[src/irmsct_pkg.sv]
// ----------------------------------------------------------------------------
// irmsct_pkg
// Shared constants for the infrared mark/space carrier transmitter: field
// widths, configuration register indexes and reset values.
// ----------------------------------------------------------------------------
package irmsct_pkg;

    // Payload field widths
    localparam int DUR_W        = 16;
    localparam int CARRIER_W    = 12;
    localparam int CFG_DATA_W   = 12;
    localparam int CFG_IDX_W    = 2;

    // Default depth of the duration counter
    localparam int DURATION_BITS_DEF = 16;

    // Configuration register indexes
    typedef enum logic [CFG_IDX_W-1:0] {
        CFG_CARRIER_ON  = 2'd0,
        CFG_CARRIER_OFF = 2'd1,
        CFG_ACTIVE_HIGH = 2'd2
    } cfg_index_t;

    // Configuration reset values
    localparam logic [CARRIER_W-1:0] CARRIER_ON_RST  = 12'd13;
    localparam logic [CARRIER_W-1:0] CARRIER_OFF_RST = 12'd13;
    localparam logic                 ACTIVE_HIGH_RST = 1'b1;

endpackage

[src/ir_mark_space_carrier_transmitter_unit.sv]
// ----------------------------------------------------------------------------
// ir_mark_space_carrier_transmitter_unit
// Drives one infrared pin from host-loaded mark/space durations, chopping
// marks with a soft carrier. One input transfer is one microsecond tick or
// one entry load; each gives exactly one status transfer.
//
//   channel  | signals                                        | direction
//   ---------+------------------------------------------------+----------
//   in       | in_valid, in_stall, mode, duration_us,         | host -> unit
//            | last_entry, abort_req                          |
//   out      | out_valid, out_stall, pin_level, need_entry,   | unit -> host
//            | frame_done, load_rejected                      |
//   cfg      | cfg_we, cfg_index, cfg_data                    | host -> unit
//
// Each input transfer is handled at the edge that accepts it: the frame state
// registers and the result register update together, so one transfer per clock
// is sustained while in_stall is low. The result appears in the next cycle.
// in_stall rises only while a result is held and out_stall is high.
// Reset returns the unit to idle with the default carrier of 13/13 us and an
// active-high pin.
// ----------------------------------------------------------------------------
module ir_mark_space_carrier_transmitter_unit
    import irmsct_pkg::*;
#(
    parameter int DURATION_BITS = DURATION_BITS_DEF
)
(
    input  logic                  clk,
    input  logic                  rst_n,

    input  logic                  in_valid,
    output logic                  in_stall,
    input  logic                  mode,
    input  logic [DUR_W-1:0]      duration_us,
    input  logic                  last_entry,
    input  logic                  abort_req,

    output logic                  out_valid,
    input  logic                  out_stall,
    output logic                  pin_level,
    output logic                  need_entry,
    output logic                  frame_done,
    output logic                  load_rejected,

    input  logic                  cfg_we,
    input  logic [CFG_IDX_W-1:0]  cfg_index,
    input  logic [CFG_DATA_W-1:0] cfg_data
);

    localparam int DB = DURATION_BITS;

    // Configuration registers
    logic [CARRIER_W-1:0] carrier_on_reg;
    logic [CARRIER_W-1:0] carrier_off_reg;
    logic                 active_high_reg;

    // Frame state
    logic                 busy_reg,       busy_next;
    logic                 is_space_reg,   is_space_next;
    logic [DB-1:0]        remaining_reg,  remaining_next;
    logic                 phase_on_reg,   phase_on_next;
    logic [CARRIER_W-1:0] seg_left_reg,   seg_left_next;
    logic                 final_reg,      final_next;

    // Result register
    logic out_valid_reg;
    logic pin_reg,  pin_next;
    logic need_reg, need_next;
    logic done_reg, done_next;
    logic rej_reg,  rej_next;

    logic                 accept;
    logic                 carrier_en;
    logic                 active;
    logic [DB-1:0]        load_dur;
    logic [DB-1:0]        rem_dec;
    logic [CARRIER_W-1:0] seg_load;
    logic [CARRIER_W-1:0] seg_dec;
    logic                 entry_end;

    assign in_stall = out_valid_reg && out_stall;
    assign accept   = in_valid && !in_stall;

    assign carrier_en = (carrier_on_reg != '0) && (carrier_off_reg != '0);

    // Saturate the loaded duration to the counter depth
    generate
        if (DB >= DUR_W) begin : g_dur_wide
            assign load_dur = DB'(duration_us);
        end
        else begin : g_dur_narrow
            assign load_dur = (|duration_us[DUR_W-1:DB]) ? '1 : duration_us[DB-1:0];
        end
    endgenerate

    // Carrier segment arithmetic for a tick inside a chopped mark
    assign seg_load = (seg_left_reg != '0) ? seg_left_reg
                    : (phase_on_reg ? carrier_on_reg : carrier_off_reg);
    assign seg_dec  = seg_load - 1'b1;
    assign rem_dec  = remaining_reg - 1'b1;

    // Work out the next frame state and the result of one transfer
    always_comb
    begin
        busy_next      = busy_reg;
        is_space_next  = is_space_reg;
        remaining_next = remaining_reg;
        phase_on_next  = phase_on_reg;
        seg_left_next  = seg_left_reg;
        final_next     = final_reg;
        active         = 1'b0;
        need_next      = 1'b0;
        done_next      = 1'b0;
        rej_next       = 1'b0;
        entry_end      = 1'b0;

        priority if (abort_req)
        begin
            busy_next      = 1'b0;
            is_space_next  = 1'b0;
            remaining_next = '0;
            phase_on_next  = 1'b0;
            seg_left_next  = '0;
            final_next     = 1'b0;
            done_next      = 1'b1;
        end
        else if (mode)
        begin
            if (busy_reg)
            begin
                // Reject the load, show the running level without advancing
                rej_next = 1'b1;
                active   = !is_space_reg && (!carrier_en || phase_on_reg);
            end
            else
            begin
                remaining_next = load_dur;
                final_next     = last_entry;
                busy_next      = 1'b1;
                entry_end      = (load_dur == '0);
            end
        end
        else if (busy_reg)
        begin
            remaining_next = rem_dec;
            entry_end      = (rem_dec == '0);
            if (is_space_reg)
            begin
                active = 1'b0;
            end
            else if (!carrier_en)
            begin
                active = 1'b1;
            end
            else
            begin
                active = phase_on_reg;
                if ((seg_dec == '0) || (rem_dec == '0))
                begin
                    phase_on_next = !phase_on_reg;
                    seg_left_next = '0;
                end
                else
                begin
                    seg_left_next = seg_dec;
                end
            end
        end
        else
        begin
            // Idle tick: hold everything, pin inactive
            active = 1'b0;
        end

        // Finish the entry: end the frame or ask for the next entry
        if (entry_end)
        begin
            if (final_next)
            begin
                busy_next      = 1'b0;
                is_space_next  = 1'b0;
                remaining_next = '0;
                phase_on_next  = 1'b0;
                seg_left_next  = '0;
                final_next     = 1'b0;
                done_next      = 1'b1;
            end
            else
            begin
                busy_next      = 1'b0;
                is_space_next  = !is_space_reg;
                remaining_next = '0;
                need_next      = 1'b1;
            end
        end

        pin_next = active ^ !active_high_reg;
    end

    // Hold configuration registers
    always_ff @(posedge clk or negedge rst_n)
    begin
        if (!rst_n)
        begin
            carrier_on_reg  <= CARRIER_ON_RST;
            carrier_off_reg <= CARRIER_OFF_RST;
            active_high_reg <= ACTIVE_HIGH_RST;
        end
        else if (cfg_we)
        begin
            unique case (cfg_index)
                CFG_CARRIER_ON:  carrier_on_reg  <= cfg_data[CARRIER_W-1:0];
                CFG_CARRIER_OFF: carrier_off_reg <= cfg_data[CARRIER_W-1:0];
                CFG_ACTIVE_HIGH: active_high_reg <= cfg_data[0];
                default:         ;
            endcase
        end
    end

    // Advance frame state on each input transfer
    always_ff @(posedge clk or negedge rst_n)
    begin
        if (!rst_n)
        begin
            busy_reg      <= 1'b0;
            is_space_reg  <= 1'b0;
            remaining_reg <= '0;
            phase_on_reg  <= 1'b0;
            seg_left_reg  <= '0;
            final_reg     <= 1'b0;
        end
        else if (accept)
        begin
            busy_reg      <= busy_next;
            is_space_reg  <= is_space_next;
            remaining_reg <= remaining_next;
            phase_on_reg  <= phase_on_next;
            seg_left_reg  <= seg_left_next;
            final_reg     <= final_next;
        end
    end

    // Hold the result until it is taken
    always_ff @(posedge clk or negedge rst_n)
    begin
        if (!rst_n)
        begin
            out_valid_reg <= 1'b0;
        end
        else if (accept)
        begin
            out_valid_reg <= 1'b1;
        end
        else if (!out_stall)
        begin
            out_valid_reg <= 1'b0;
        end
    end

    always_ff @(posedge clk)
    begin
        if (accept)
        begin
            pin_reg  <= pin_next;
            need_reg <= need_next;
            done_reg <= done_next;
            rej_reg  <= rej_next;
        end
    end

    assign out_valid     = out_valid_reg;
    assign pin_level     = pin_reg;
    assign need_entry    = need_reg;
    assign frame_done    = done_reg;
    assign load_rejected = rej_reg;

    // Checks on the frame logic
    a_busy_has_time: assert property (@(posedge clk) disable iff (!rst_n)
        busy_reg |-> (remaining_reg != '0))
        else $error("running entry with no time left");

    a_flags_exclusive: assert property (@(posedge clk) disable iff (!rst_n)
        out_valid_reg |-> !(need_reg && done_reg) && !(rej_reg && (need_reg || done_reg)))
        else $error("conflicting status flags");

    a_abort_clears: assert property (@(posedge clk) disable iff (!rst_n)
        (accept && abort_req) |=> (!busy_reg && !final_reg && !phase_on_reg
                                    && done_reg && out_valid_reg))
        else $error("abort did not end the frame");

    a_reject_keeps: assert property (@(posedge clk) disable iff (!rst_n)
        (accept && !abort_req && mode && busy_reg) |=>
            ($stable(remaining_reg) && $stable(seg_left_reg) && busy_reg))
        else $error("rejected load changed the running entry");

    a_done_idle: assert property (@(posedge clk) disable iff (!rst_n)
        (accept && done_next) |=> (!busy_reg && !is_space_reg))
        else $error("frame end left state behind");

endmodule

[config.mk]
export PLATFORM = sky130hd
export DESIGN_NAME = ir_mark_space_carrier_transmitter_unit
export DESIGN_NICKNAME = d
export VERILOG_FILES = /design/src/irmsct_pkg.sv /design/src/ir_mark_space_carrier_transmitter_unit.sv
export SDC_FILE = /design/constraint.sdc
export NUM_CORES = 1
export LEC_CHECK = 0
export BUFFER_PORTS_ARGS = -buffer_cell sky130_fd_sc_hd__buf_2
export CORE_ASPECT_RATIO = 1.75
export CORE_MARGIN = 2
export CORE_UTILIZATION = 30
export CTS_BUF_LIST = sky130_fd_sc_hd__clkbuf_8 sky130_fd_sc_hd__clkbuf_16
export CTS_CLUSTER_DIAMETER = 120
export DETAILED_ROUTE_END_ITERATION = 6
export PLACE_DENSITY = 0.43
export SYNTH_ARGS = -nofsm -noshare
export SYNTH_HDL_FRONTEND = slang
export SYNTH_SLANG_ARGS = --single-unit
[constraint.sdc]
create_clock -name clk -period 4.85 [get_ports clk]
set_input_delay 0.485 -clock clk [delete_from_list [all_inputs] [get_ports clk]]
set_output_delay 0.485 -clock clk [all_outputs]
set_load 0.01 [all_outputs]
==> implementation parameters, run 1 <==
Parameter                              Value

Critical path
  Max stage delay on crit path ... 1020 ps
  Reg2Reg Launch Point ... seg_left_reg[10]
  Critical path class ... reg -> reg
  Nature of the critical path endpoint ... flop
  Worst reg-to-reg setup slack ... 700 ps
  Required time of the critical path ... 5050 ps
  Logic depth of the worst register-to-register path ... 11
  Critical path launch point type ... flop
  Critical Path, Cell by Cell ... nor4_1 > nand3_1 > o21bai_1 > ha_1 > nor4b_1 > o31ai_1 > nor4b_1 > a22o_1 > o211ai_2 > nand2_1 > o21ai_0
  Cell type of the slowest stage on the worst timing path ... nor4_1
  Top fanout value on the critical path ... 8
  Dominant cell type by count on the critical path ... nor4b_1
  Crit path arrival time ... about 4400 ps
  End of the worst register-to-register path ... seg_left_reg[5]

Drt
  Post-route DRC violation count ... 0
  Number of detailed-route iterations in the first pass ... 4
  Sum of routed wire length over all layers ... 12.8 mm
  Via count ... between 3k and 4k
  Number of nets with antenna violations after detailed routing ... 0
  Violation count after the first detailed-route iteration ... around 160
  WL per Instance ... ~20 µm
  Via/cell ratio ... 5.60

Pwr
  Peak ir drop on the vdd network ... 0.295 mV
  Gate power share ... 54.7%
  Relative contribution of sequential cells to total power ... between 20 and 25%
  Switching power ... 1.53 mW
  Static Leakage ... between 1.5 and 2 nW
  Total power draw ... 3.28 mW
  Clk network pwr share ... 20.3%
  Cell area power density ... 694 nW/µm²
  Sw Share ... 46.7%
  Internal Pwr Total ... 1.75 mW

Layout
  Utilization of the core after routing ... 35.6%
  Number of flip-flops under the largest register name ... 16
  Final Non-Filler Cells ... 652
  Final-stage net count ... between 500 and 600
  Final instance area ... 4730 µm²
  Fill cell total of the finished layout ... 1,430
  Proportion of layout cells with a drive suffix above 1 ... 25.7%
  Inserted Diodes ... 0
  Synthesis-to-layout area growth ... 16.1%

Synth
  Net count of the mapped netlist ... around 480
  Most used flip-flop cell after synthesis ... dfrtp_1
  Most frequent cells after synthesis ... dfrtp_1 (51), nand2_1 (40), nor2_1 (34)
  Count of state elements after synthesis ... a little over 60
  Sequential area share after synthesis ... 38.8%
  Area leader, netlist ... dfrtp_1
  Post-synth EDFFs ... 4
  Fraction of synthesis flops using an asynchronous set or reset pin ... 93.5%
  Most used standard cell by instance count after synthesis ... dfrtp_1
  Synthesized netlist cell count ... 439
  Synth unique cells ... 69
  Average size of a mapped cell ... 9.29 µm²
  Synthesized cell area ... 4080 µm²
  Top-area cell type share of the netlist area ... 31.3%
  YS warnings ... 0
  Largest cells by area after synthesis ... dfrtp_1 (31%), mux2_2 (9.1%), dfstp_2 (4.5%), nor4_1 (3.8%), nand2_1 (3.7%)

Place
  Final estimated routing congestion in global placement ... 0.843
  Placed Cells incl. Taps ... 636
  Count of port buffers added during placement ... 43
  HPWL after DPL ... 9.81 mm
  Cell Area, Placed ... 4430 µm²

Floorplan
  Initial core utilization ... approximately 30%
  Number of placement rows ... 56
  I/O Pins ... 44
  Die Ht ... 158 µm
  Area of the die ... 14,600 µm²
  Die Wd ... between 90 and 100 µm
  Core region area ... 13,300 µm²

Clock network
  Clock tree from TritonCTS ... yes
  Clk sink count ... 62
  Insertion delay of the later-clocked pin in the worst-skew pair ... 340 ps
  Root cell of the clock tree ... clkbuf_16
  Depth of the CTS H-tree ... 3
  Maximum clock path buffer count ... 2
  Post-CTS repair timing setup buffer count ... 0
  Number of CTS-inserted buffers ... 9
  Clock slew seen by the registers of the worst setup and hold paths ... 60 ps
  Post-cts gate resize count ... 0
  Cts-stage hold buffer count ... 0

Timing
  Total count of max-transition violations in the final report ... 0
  Worst relative slew slack ... approximately a fifth
  Maximum clock skew at final layout ... around 8.7 ps
  Worst-Margin Slew ... 1190 ps
  Fin crit period ... a little over 4000 ps
  Final setup violation count ... 0
  Final worst-path cycle share ... 85.5%
  Final count of hold timing violations ... 0
  Setup TNS ... 0 ps
  Achievable clock frequency ... 241 MHz
  Setup repair after global routing missed its margin ... false

Global route
  Aggregate global-route resource usage ... 18.8%
  Global-route wire length before repair ... 20.7 mm
  Initial antenna violation count ... 0
  Via count of the first global-routing pass ... 3,798
  Maximum number of pins on one net before global-route repair ... 59
  Total overflow reported by the global router ... 0

Run status
  Outcome ... completed

Min path
  Min-delay worst type ... in -> async

Run
  Total of max-cap violations ... 0
layout by cell type (no fill, tap or decap), drive strengths merged, types with 5 or more instances in the layout:
cell type	Yosys	routed
nand3	12	12
inv	9	14
o31ai	5	5
o21ai	30	30
nor4	25	25
nor4b	5	5
nand2	40	40
or2	6	6
mux2i	10	10
dfrtp	51	51
a21oi	12	12
xor2	6	6
o41ai	7	7
clkbuf	14	9
nand3b	5	5
nor2	34	34
buf	12	49
dfstp	7	7
nand4	5	5
a31oi	5	5
nor3	18	18
nor2b	8	8
mux2	33	33
a22o	10	10
power groups by stage:
| stage | clock (mW) | combinational (mW) | sequential (mW) |
|---|---|---|---|
| 5_1_grt | 0.703 | 1.99 | 0.843 |
| 4_1_cts | 0.686 | 1.80 | 0.817 |
| 2_1_floorplan | 0 | 1.41 | 0.744 |
| 3_3_place_gp | 0 | 1.77 | 0.824 |
| 6_report | 0.667 | 1.80 | 0.819 |
| 3_5_place_dp | 0 | 1.78 | 0.826 |
routing by layer:
layer  wire length [µm]  GRT usage (%)
met3                345           3.33
met5                  0              0
met2               7280           36.6
met4                606           10.7
met1               4570           18.4
logic make-up after synthesis:
kind of cell	after synthesis	share of synthesized area, %
fa+ha+maj	4	1.23
buf+inv	36	4.05
flops	62	38.8
mux	43	11.6
xor+xnor	9	1.93
simple gates	179	23.3
compound gates	106	19.2
critical path, delay by kind of cell, from the launching register on:
| family | cells | cell delay (ps) |
|---|---|---|
| DFF | 1 | 410 |
| and+or+nand+nor | 5 | 2340 |
| AOI/OAI and AO/OA | 5 | 1020 |
| adders and majority gates | 1 | 240 |
layout make-up:
| class | count | area (µm²) | area share (%) |
|---|---|---|---|
| clock buffers | 9 | 225 | 4.76 |
| clock inverters | 7 | 76.3 | 1.61 |
| inverters | 10 | 37.5 | 0.793 |
| multi-input cells | 341 | 2340 | 49.4 |
| flip-flops and latches | 62 | 1580 | 33.4 |
| well taps | 174 | 218 | 4.60 |
| repair buffers | 49 | 260 | 5.50 |
worst max-delay path by stage:
| stage | from | to | slack, ps | cells past startpoint |
|---|---|---|---|---|
| detailed placement | seg_left_reg[10] | seg_left_reg[5] | 890 | 11 |
| CTS | seg_left_reg[10] | seg_left_reg[5] | 740 | 11 |
| finish | seg_left_reg[10] | seg_left_reg[5] | 700 | 11 |
| global placement | seg_left_reg[10] | seg_left_reg[3] | 980 | 11 |
| floorplan | seg_left_reg[0] | seg_left_reg[10] | 1760 | 11 |
| global route | seg_left_reg[2] | seg_left_reg[5] | 190 | 11 |
per-stage QoR:
stage	setup WS, ps	hold WS, ps
2_1_floorplan	1760	189
3_3_place_gp	982	493
3_5_place_dp	887	495
4_1_cts	745	345
5_1_grt	190	377
6_report	704	284
Note: power is estimated with default switching activity, not from simulation.
==> inputs of run 2 (changes only) <==
ABC_AREA = 1   (was default)
ABC_CLOCK_PERIOD_IN_PS = 4850   (was default)
==> implementation parameters, run 2 <==
Parameter                              Value

Timing
  Final worst-path cycle share ... 62.9% (-23 points)
  Fin crit period ... 3050 ps (-1100 ps)
  Achievable clock frequency ... 328 MHz (+36%)
  Final count of hold timing violations ... 0 (unchanged)
  Maximum clock skew at final layout ... 6.06 ps (-2.69 ps)
  Worst-Margin Slew ... 1030 ps (-163 ps)
  Worst relative slew slack ... 31.1% (+11 points)
  Total count of max-transition violations in the final report ... 0 (unchanged)
  Setup repair after global routing missed its margin ... false
  Setup TNS ... 0 ps (unchanged)
  Final setup violation count ... 0 (unchanged)

Drt
  WL per Instance ... 15.3 µm (-22%)
  Highest routed metal layer ... met4
  WL met3 ... 270 µm (-22%)
  Via/cell ratio ... 4.86 (-13%)
  Via count ... 4,031 (+10%)
  Number of detailed-route iterations in the first pass ... 4 (unchanged)
  Number of nets with antenna violations after detailed routing ... 0 (unchanged)
  Violation count after the first detailed-route iteration ... 192 (+22%)
  Sum of routed wire length over all layers ... 12.7 mm (-0.70%)
  Post-route DRC violation count ... 0 (unchanged)
  Total met2 wirelength after detailed routing ... 7.36 mm (+1.0%)
  Met1 layer wirelength in the final routing ... 4.67 mm (+2.2%)

Floorplan
  Core region area ... 13,800 µm² (+3.4%)
  Number of placement rows ... 57 (+1.8%)
  Initial core utilization ... 30.4% (-0.21 points)
  Area of the die ... 15,000 µm² (+2.6%)
  I/O Pins ... 44 (unchanged)
  Die Wd ... 93.3 µm (+1.3%)
  Die Ht ... 160 µm (+1.3%)

Synth
  Fraction of synthesis flops using an asynchronous set or reset pin ... 93.5% (unchanged)
  Post-synth EDFFs ... 4 (unchanged)
  Top-area cell type share of the netlist area ... 30.5% (-0.82 points)
  Most used flip-flop cell after synthesis ... dfrtp_1
  Synth unique cells ... 41 (-41%)
  Sequential area share after synthesis ... 37.7% (-1.0 points)
  Largest cells by area after synthesis ... dfrtp_1 (30%), nand2_1 (17%), inv_1 (7.3%), o21ai_0 (6.8%), dfstp_2 (4.4%)
  Net count of the mapped netlist ... 645 (+34%)
  Most frequent cells after synthesis ... nand2_1 (187), inv_1 (81), o21ai_0 (57)
  Synthesized netlist cell count ... 603 (+37%)
  Synthesized cell area ... 4190 µm² (+2.7%)
  Area leader, netlist ... dfrtp_1
  Count of state elements after synthesis ... 62 (unchanged)
  YS warnings ... 0 (unchanged)
  Most used standard cell by instance count after synthesis ... nand2_1
  Average size of a mapped cell ... 6.94 µm² (-25%)

Critical path
  Logic depth of the worst register-to-register path ... 21 (+10)
  Nature of the critical path endpoint ... flop
  End of the worst register-to-register path ... seg_left_reg[1]
  Worst reg-to-reg setup slack ... 1800 ps (+1100 ps)
  Reg2Reg Launch Point ... seg_left_reg[2]
  Crit path arrival time ... 3270 ps (-1080 ps)
  Critical path launch point type ... flop
  Top fanout value on the critical path ... 11 (+3)
  Required time of the critical path ... 5070 ps (+20 ps)
  Critical path class ... reg -> reg

Layout
  Utilization of the core after routing ... 35.8% (+0.23 points)
  Synthesis-to-layout area growth ... 17.7%
  Number of flip-flops under the largest register name ... 16 (unchanged)
  Final Non-Filler Cells ... 829 (+27%)
  Final-stage net count ... 689 (+34%)
  Inserted Diodes ... 0 (unchanged)
  Top library cells by usage in the layout, fill and taps aside ... nand2_1 (187), inv_1 (81), o21ai_0 (57)
  Proportion of layout cells with a drive suffix above 1 ... 17.6% (-8.1 points)
  Most common library cell in the layout ignoring fill and taps ... nand2_1
  Fill cell total of the finished layout ... 1,496 (+4.6%)

Place
  Final estimated routing congestion in global placement ... 0.848 (+0.55%)
  Placed Cells incl. Taps ... 813 (+28%)
  Count of port buffers added during placement ... 43 (unchanged)
  HPWL after DPL ... 9.98 mm (+1.7%)

Clock network
  Post-CTS repair timing setup buffer count ... 0 (unchanged)
  Depth of the CTS H-tree ... 3 (unchanged)
  Clock slew seen by the registers of the worst setup and hold paths ... 60 ps (about the same)
  Maximum clock path buffer count ... 2 (unchanged)
  Number of CTS-inserted buffers ... 9 (unchanged)
  Post-cts gate resize count ... 0 (unchanged)
  Clk sink count ... 62 (unchanged)
  Cts-stage hold buffer count ... 0 (unchanged)
  Root cell of the clock tree ... clkbuf_16
  Insertion delay of the later-clocked pin in the worst-skew pair ... 330 ps (about the same)
  Clock tree from TritonCTS ... yes

Global route
  Aggregate global-route resource usage ... 17.8% (-1.1 points)
  Initial antenna violation count ... 0 (unchanged)
  Total overflow reported by the global router ... 0 (unchanged)
  Global-route wire length before repair ... 20.6 mm (-0.53%)
  Via count of the first global-routing pass ... 4,144 (+9.1%)
  Maximum number of pins on one net before global-route repair ... 59 (unchanged)

Run status
  Outcome ... completed

Pwr
  Peak ir drop on the vdd network ... 0.318 mV (+8.1%)
  Static Leakage ... 2.47 nW (+25%)
  Cell area power density ... 798 nW/µm² (+15%)

Run
  Total of max-cap violations ... 0 (unchanged)

Min path
  Min-delay worst type ... in -> async
## run 2: logic make-up (layout without fill, tap and decap cells)
group           Yosys count  in the layout  synth area share [%]
fa+ha+maj                 4              4                  1.20
mux                       3              3                 0.717
buf+inv                 102            151                  9.65
simple gates            333            333                  36.6
flops                    62             62                  37.7
compound gates           88             88                  11.8
xor+xnor                 11             11                  2.30
## run 2: how the worst max path moves through the flow
stage                    startpoint                end  slack, ps
finish              seg_left_reg[2]    seg_left_reg[1]       1800
global route        seg_left_reg[2]    seg_left_reg[5]       1520
CTS                 seg_left_reg[2]    seg_left_reg[1]       1760
detailed placement        out_stall  remaining_reg[11]       1680
global placement          out_stall  remaining_reg[12]       1690
floorplan           seg_left_reg[7]    seg_left_reg[1]       2460
## run 2: per-layer routing
metal  vias to the layer above  track usage, %
met5                         -               0
met4                         0            7.42
met3                        24            2.06
met2                        77            35.5
met1                      1906            17.7
li1                       2024               -
## run 2: per-stage QoR
step | cell area (µm²) | power [mW] | hold WS, ps | setup slack (ps)
6_report | 4930 | 3.93 | 317 | 1800
5_1_grt | 4930 | 4.30 | 375 | 1520
4_1_cts | 4930 | 3.97 | 345 | 1760
3_5_place_dp | 4580 | 3.18 | 471 | 1680
3_3_place_gp | 4580 | 3.19 | 471 | 1690
2_1_floorplan | 4190 | 2.67 | 189 | 2460
## run 2: layout make-up
cell class                      count  area, µm²  area share (%)
Multi-Input combinational cell    439       2200            44.7
Timing Repair Buffer               46        238            4.82
Tap cell                          177        221            4.49
Clock inverter                      6       97.6            1.98
Clock buffer                       10        250            5.08
Inverter                           89        337            6.83
Sequential cell                    62       1580            32.1
## run 2: power by group
group          internal [mW]  leakage (nW)  switching, mW
Sequential             0.640         0.776          0.107
Clock                  0.491         0.171          0.270
Combinational          0.770          1.52           1.65
Total                   1.90          2.47           2.03
## run 2: worst max-delay path: stages, from the launching register on
cell	delay (ps)
dfrtp_1	430
nor2_1	120
nand2_1	70
nor2_2	390
nand2_1	280
nand2_1	140
nand2_2	100
ha_1	240
nand3_2	120
nand2_1	60
nor2_1	120
nand3_1	80
nor2_1	120
nand3_1	120
nor2_4	120
nand2_4	80
nand3_1	90
nand2_1	70
nand2_1	60
nand2_1	50
nand2_1	50
nand2_1	50
==> inputs of run 3 (changes only) <==
ABC_AREA = 0   (was 1)
ABC_CLOCK_PERIOD_IN_PS = 2800   (was 4850)
PLACE_DENSITY = 0.45   (was 0.43)
clock period = 2.8 ns   (was 4.85 ns; I/O delays follow)
==> implementation parameters, run 3 (synthesis gave the netlist of run 1 again) <==
Parameter                              Value

Critical path
  End of the worst register-to-register path ... phase_on_reg
  Crit path arrival time ... 3110 ps (-160 ps)
  Cell type of the slowest stage on the worst timing path ... or4_4
  Top fanout value on the critical path ... 7 (-4)
  End of the critical path ... phase_on_reg
  Critical path class ... reg -> reg
  Logic depth of the worst register-to-register path ... 8 (-62%)
  Required time of the critical path ... 3080 ps (-1990 ps)
  Sum of buffers and inverters on the critical path ... 1 (+1)
  Critical Path Source ... remaining_reg[5]
  Reg2Reg Launch Point ... remaining_reg[5]
  Max stage delay on crit path ... 590 ps (+160 ps)
  Critical path launch point type ... flop
  Family with the most delay on the worst path ... simple AND/OR/NAND/NOR gates
  Path length in cells of the critical path ... 8 (-62%)
  Critical Path, Cell by Cell ... or4_4 > buf_6 > o41ai_4 > nand4_4 > or3_4 > or4b_1 > o311a_1 > nand2_1
  Nature of the critical path endpoint ... flop
  Worst reg-to-reg setup slack ... -30 ps (-1830 ps)

Place
  Final estimated routing congestion in global placement ... 0.908 (+7.1%)
  Count of port buffers added during placement ... 43 (unchanged)
  Placed Cells incl. Taps ... 712 (-12%)
  HPWL after DPL ... 10.9 mm (+9.2%)
  Setup slack at placement ... -258 ps (-1940 ps)

Floorplan
  Area of the die ... 14,600 µm² (-2.5%)
  Initial core utilization ... 30.6% (+0.21 points)
  Core region area ... 13,300 µm² (-3.3%)
  Die Wd ... 92.1 µm (-1.3%)
  Number of placement rows ... 56 (-1.8%)
  Die Ht ... 158 µm (-1.3%)
  I/O Pins ... 44 (unchanged)

Layout
  Inserted Diodes ... 0 (unchanged)
  Most common library cell in the layout ignoring fill and taps ... buf_4
  Final Non-Filler Cells ... 734 (-11%)
  Fill cell total of the finished layout ... 1,382 (-7.6%)
  Proportion of layout cells with a drive suffix above 1 ... 40.9% (+23 points)
  Synthesis-to-layout area growth ... 38.7%
  Final-stage net count ... 597 (-13%)
  Top library cells by usage in the layout, fill and taps aside ... buf_4 (78), dfrtp_1 (51), buf_2 (43)
  Number of flip-flops under the largest register name ... 16 (unchanged)

Clock network
  Root cell of the clock tree ... clkbuf_16
  Insertion delay of the later-clocked pin in the worst-skew pair ... 340 ps (about the same)
  Clock tree from TritonCTS ... yes
  Maximum clock path buffer count ... 2 (unchanged)
  Depth of the CTS H-tree ... 3 (unchanged)
  Number of CTS-inserted buffers ... 9 (unchanged)
  Clk sink count ... 62 (unchanged)
  Clock slew seen by the registers of the worst setup and hold paths ... 60 ps (about the same)

Drt
  Violation count after the first detailed-route iteration ... 169 (-12%)
  Number of detailed-route iterations in the first pass ... 5 (+1)
  Number of nets with antenna violations after detailed routing ... 0 (unchanged)
  Sum of routed wire length over all layers ... 14.4 mm (+13%)
  WL per Instance ... 19.6 µm (+28%)
  Post-route DRC violation count ... 0 (unchanged)
  Via count ... 4,001 (-0.74%)
  Via/cell ratio ... 5.45 (+12%)

Timing
  Fin crit period ... 2830 ps (-219 ps)
  Setup TNS ... -30.9 ps (-30.9 ps)
  Final count of hold timing violations ... 0 (unchanged)
  Setup slack of the critical path after layout ... -30.9 ps (-1830 ps)
  Final worst-path cycle share ... 101% (+38 points)
  Worst-Margin Slew ... 987 ps (-43.1 ps)
  Smallest hold slack ... 150 ps (-167 ps)
  Setup repair after global routing missed its margin ... true
  Achievable clock frequency ... 353 MHz (+7.7%)
  Final setup violation count ... 1 (+1)
  Total count of max-transition violations in the final report ... 0 (unchanged)
  Maximum clock skew at final layout ... 6.06 ps (-0.00300 ps)
  Worst relative slew slack ... 33.7% (+2.6 points)

Global route
  Maximum number of pins on one net before global-route repair ... 42 (-29%)
  Aggregate global-route resource usage ... 20.1% (+2.3 points)
  Global-route wire length before repair ... 22.2 mm (+7.6%)
  Total overflow reported by the global router ... 0 (unchanged)
  Initial antenna violation count ... 0 (unchanged)
  Via count of the first global-routing pass ... 4,153 (+0.22%)

Run status
  Outcome ... complete, but fails checks
  Violations in the final reports ... negative setup slack

Min path
  Min-delay worst type ... in -> reg

Pwr
  Total power draw ... 7.38 mW (+88%)
  Static Leakage ... 2.46 nW (-0.23%)
  Cell area power density ... 1310 nW/µm² (+64%)
  Peak ir drop on the vdd network ... 0.485 mV (+52%)

Run
  Total of max-cap violations ... 0 (unchanged)
-- run 3: power breakdown --
part | internal [mW] | total, mW | leakage (nW) | switching, mW
sequential | 1.12 | 1.33 | 0.761 | 0.207
combinational | 2.30 | 4.88 | 1.55 | 2.58
clock | 0.702 | 1.17 | 0.151 | 0.468
total | 4.13 | 7.38 | 2.46 | 3.26
-- run 3: how the worst min path moves through the flow --
stage | slack [ps] | cells past startpoint | startpoint | end
after floorplan | -20 | 0 | rst_n | busy_reg
after global placement | 250 | 1 | rst_n | carrier_off_reg[8]
after detailed placement | 250 | 1 | rst_n | carrier_on_reg[8]
after CTS | 140 | 2 | in_valid | out_valid
after global routing | 150 | 2 | in_valid | out_valid
final | 150 | 2 | in_valid | out_valid
-- run 3: stage by stage --
stage / instance area, µm² / utilization [%]
5_1_grt: 5660 / 42.5
6_report: 5660 / 42.5
3_3_place_gp: 5080 / 38.1
2_1_floorplan: 4100 / -
3_5_place_dp: 5080 / 38.1
4_1_cts: 5510 / 41.4
-- run 3: layout make-up --
type	instances	area, µm²	area share [%]
inverter	10	37.5	0.664
multi-input combinational	342	2580	45.6
clock buffer	9	225	3.98
clock inverter	7	80.1	1.42
timing repair buffer	130	936	16.5
sequential	62	1580	27.9
tap	174	218	3.85
-- run 3: routing by layer --
layer / part of all wire [%] / GRT usage, % / vias to the layer above
met5: 0 / 0 / -
met4: 5.2 / 10.9 / 0
met3: 2.7 / 2.52 / 38
met2: 57 / 40.2 / 102
met1: 35 / 19.4 / 1967
li1: - / - / 1894
-- run 3: timing repair --
| action | CTS | global route |
|---|---|---|
| hold buffers | 1 | 0 |
| gates cloned | 0 | 1 |
| pin swaps | 9 | 25 |
| hold endpoints to repair | 15 | 0 |
| setup endpoints to repair | 23 | 16 |
| gates resized for setup | 17 | 27 |
| buffers inserted | 2 | 3 |
-- run 3: worst register-to-register path: stages (launching register included) --
cell,delay [ps]
dfrtp_1,380
or4_4,590
buf_6,160
o41ai_4,390
nand4_4,190
or3_4,400
or4b_1,480
o311a_1,120
nand2_1,60
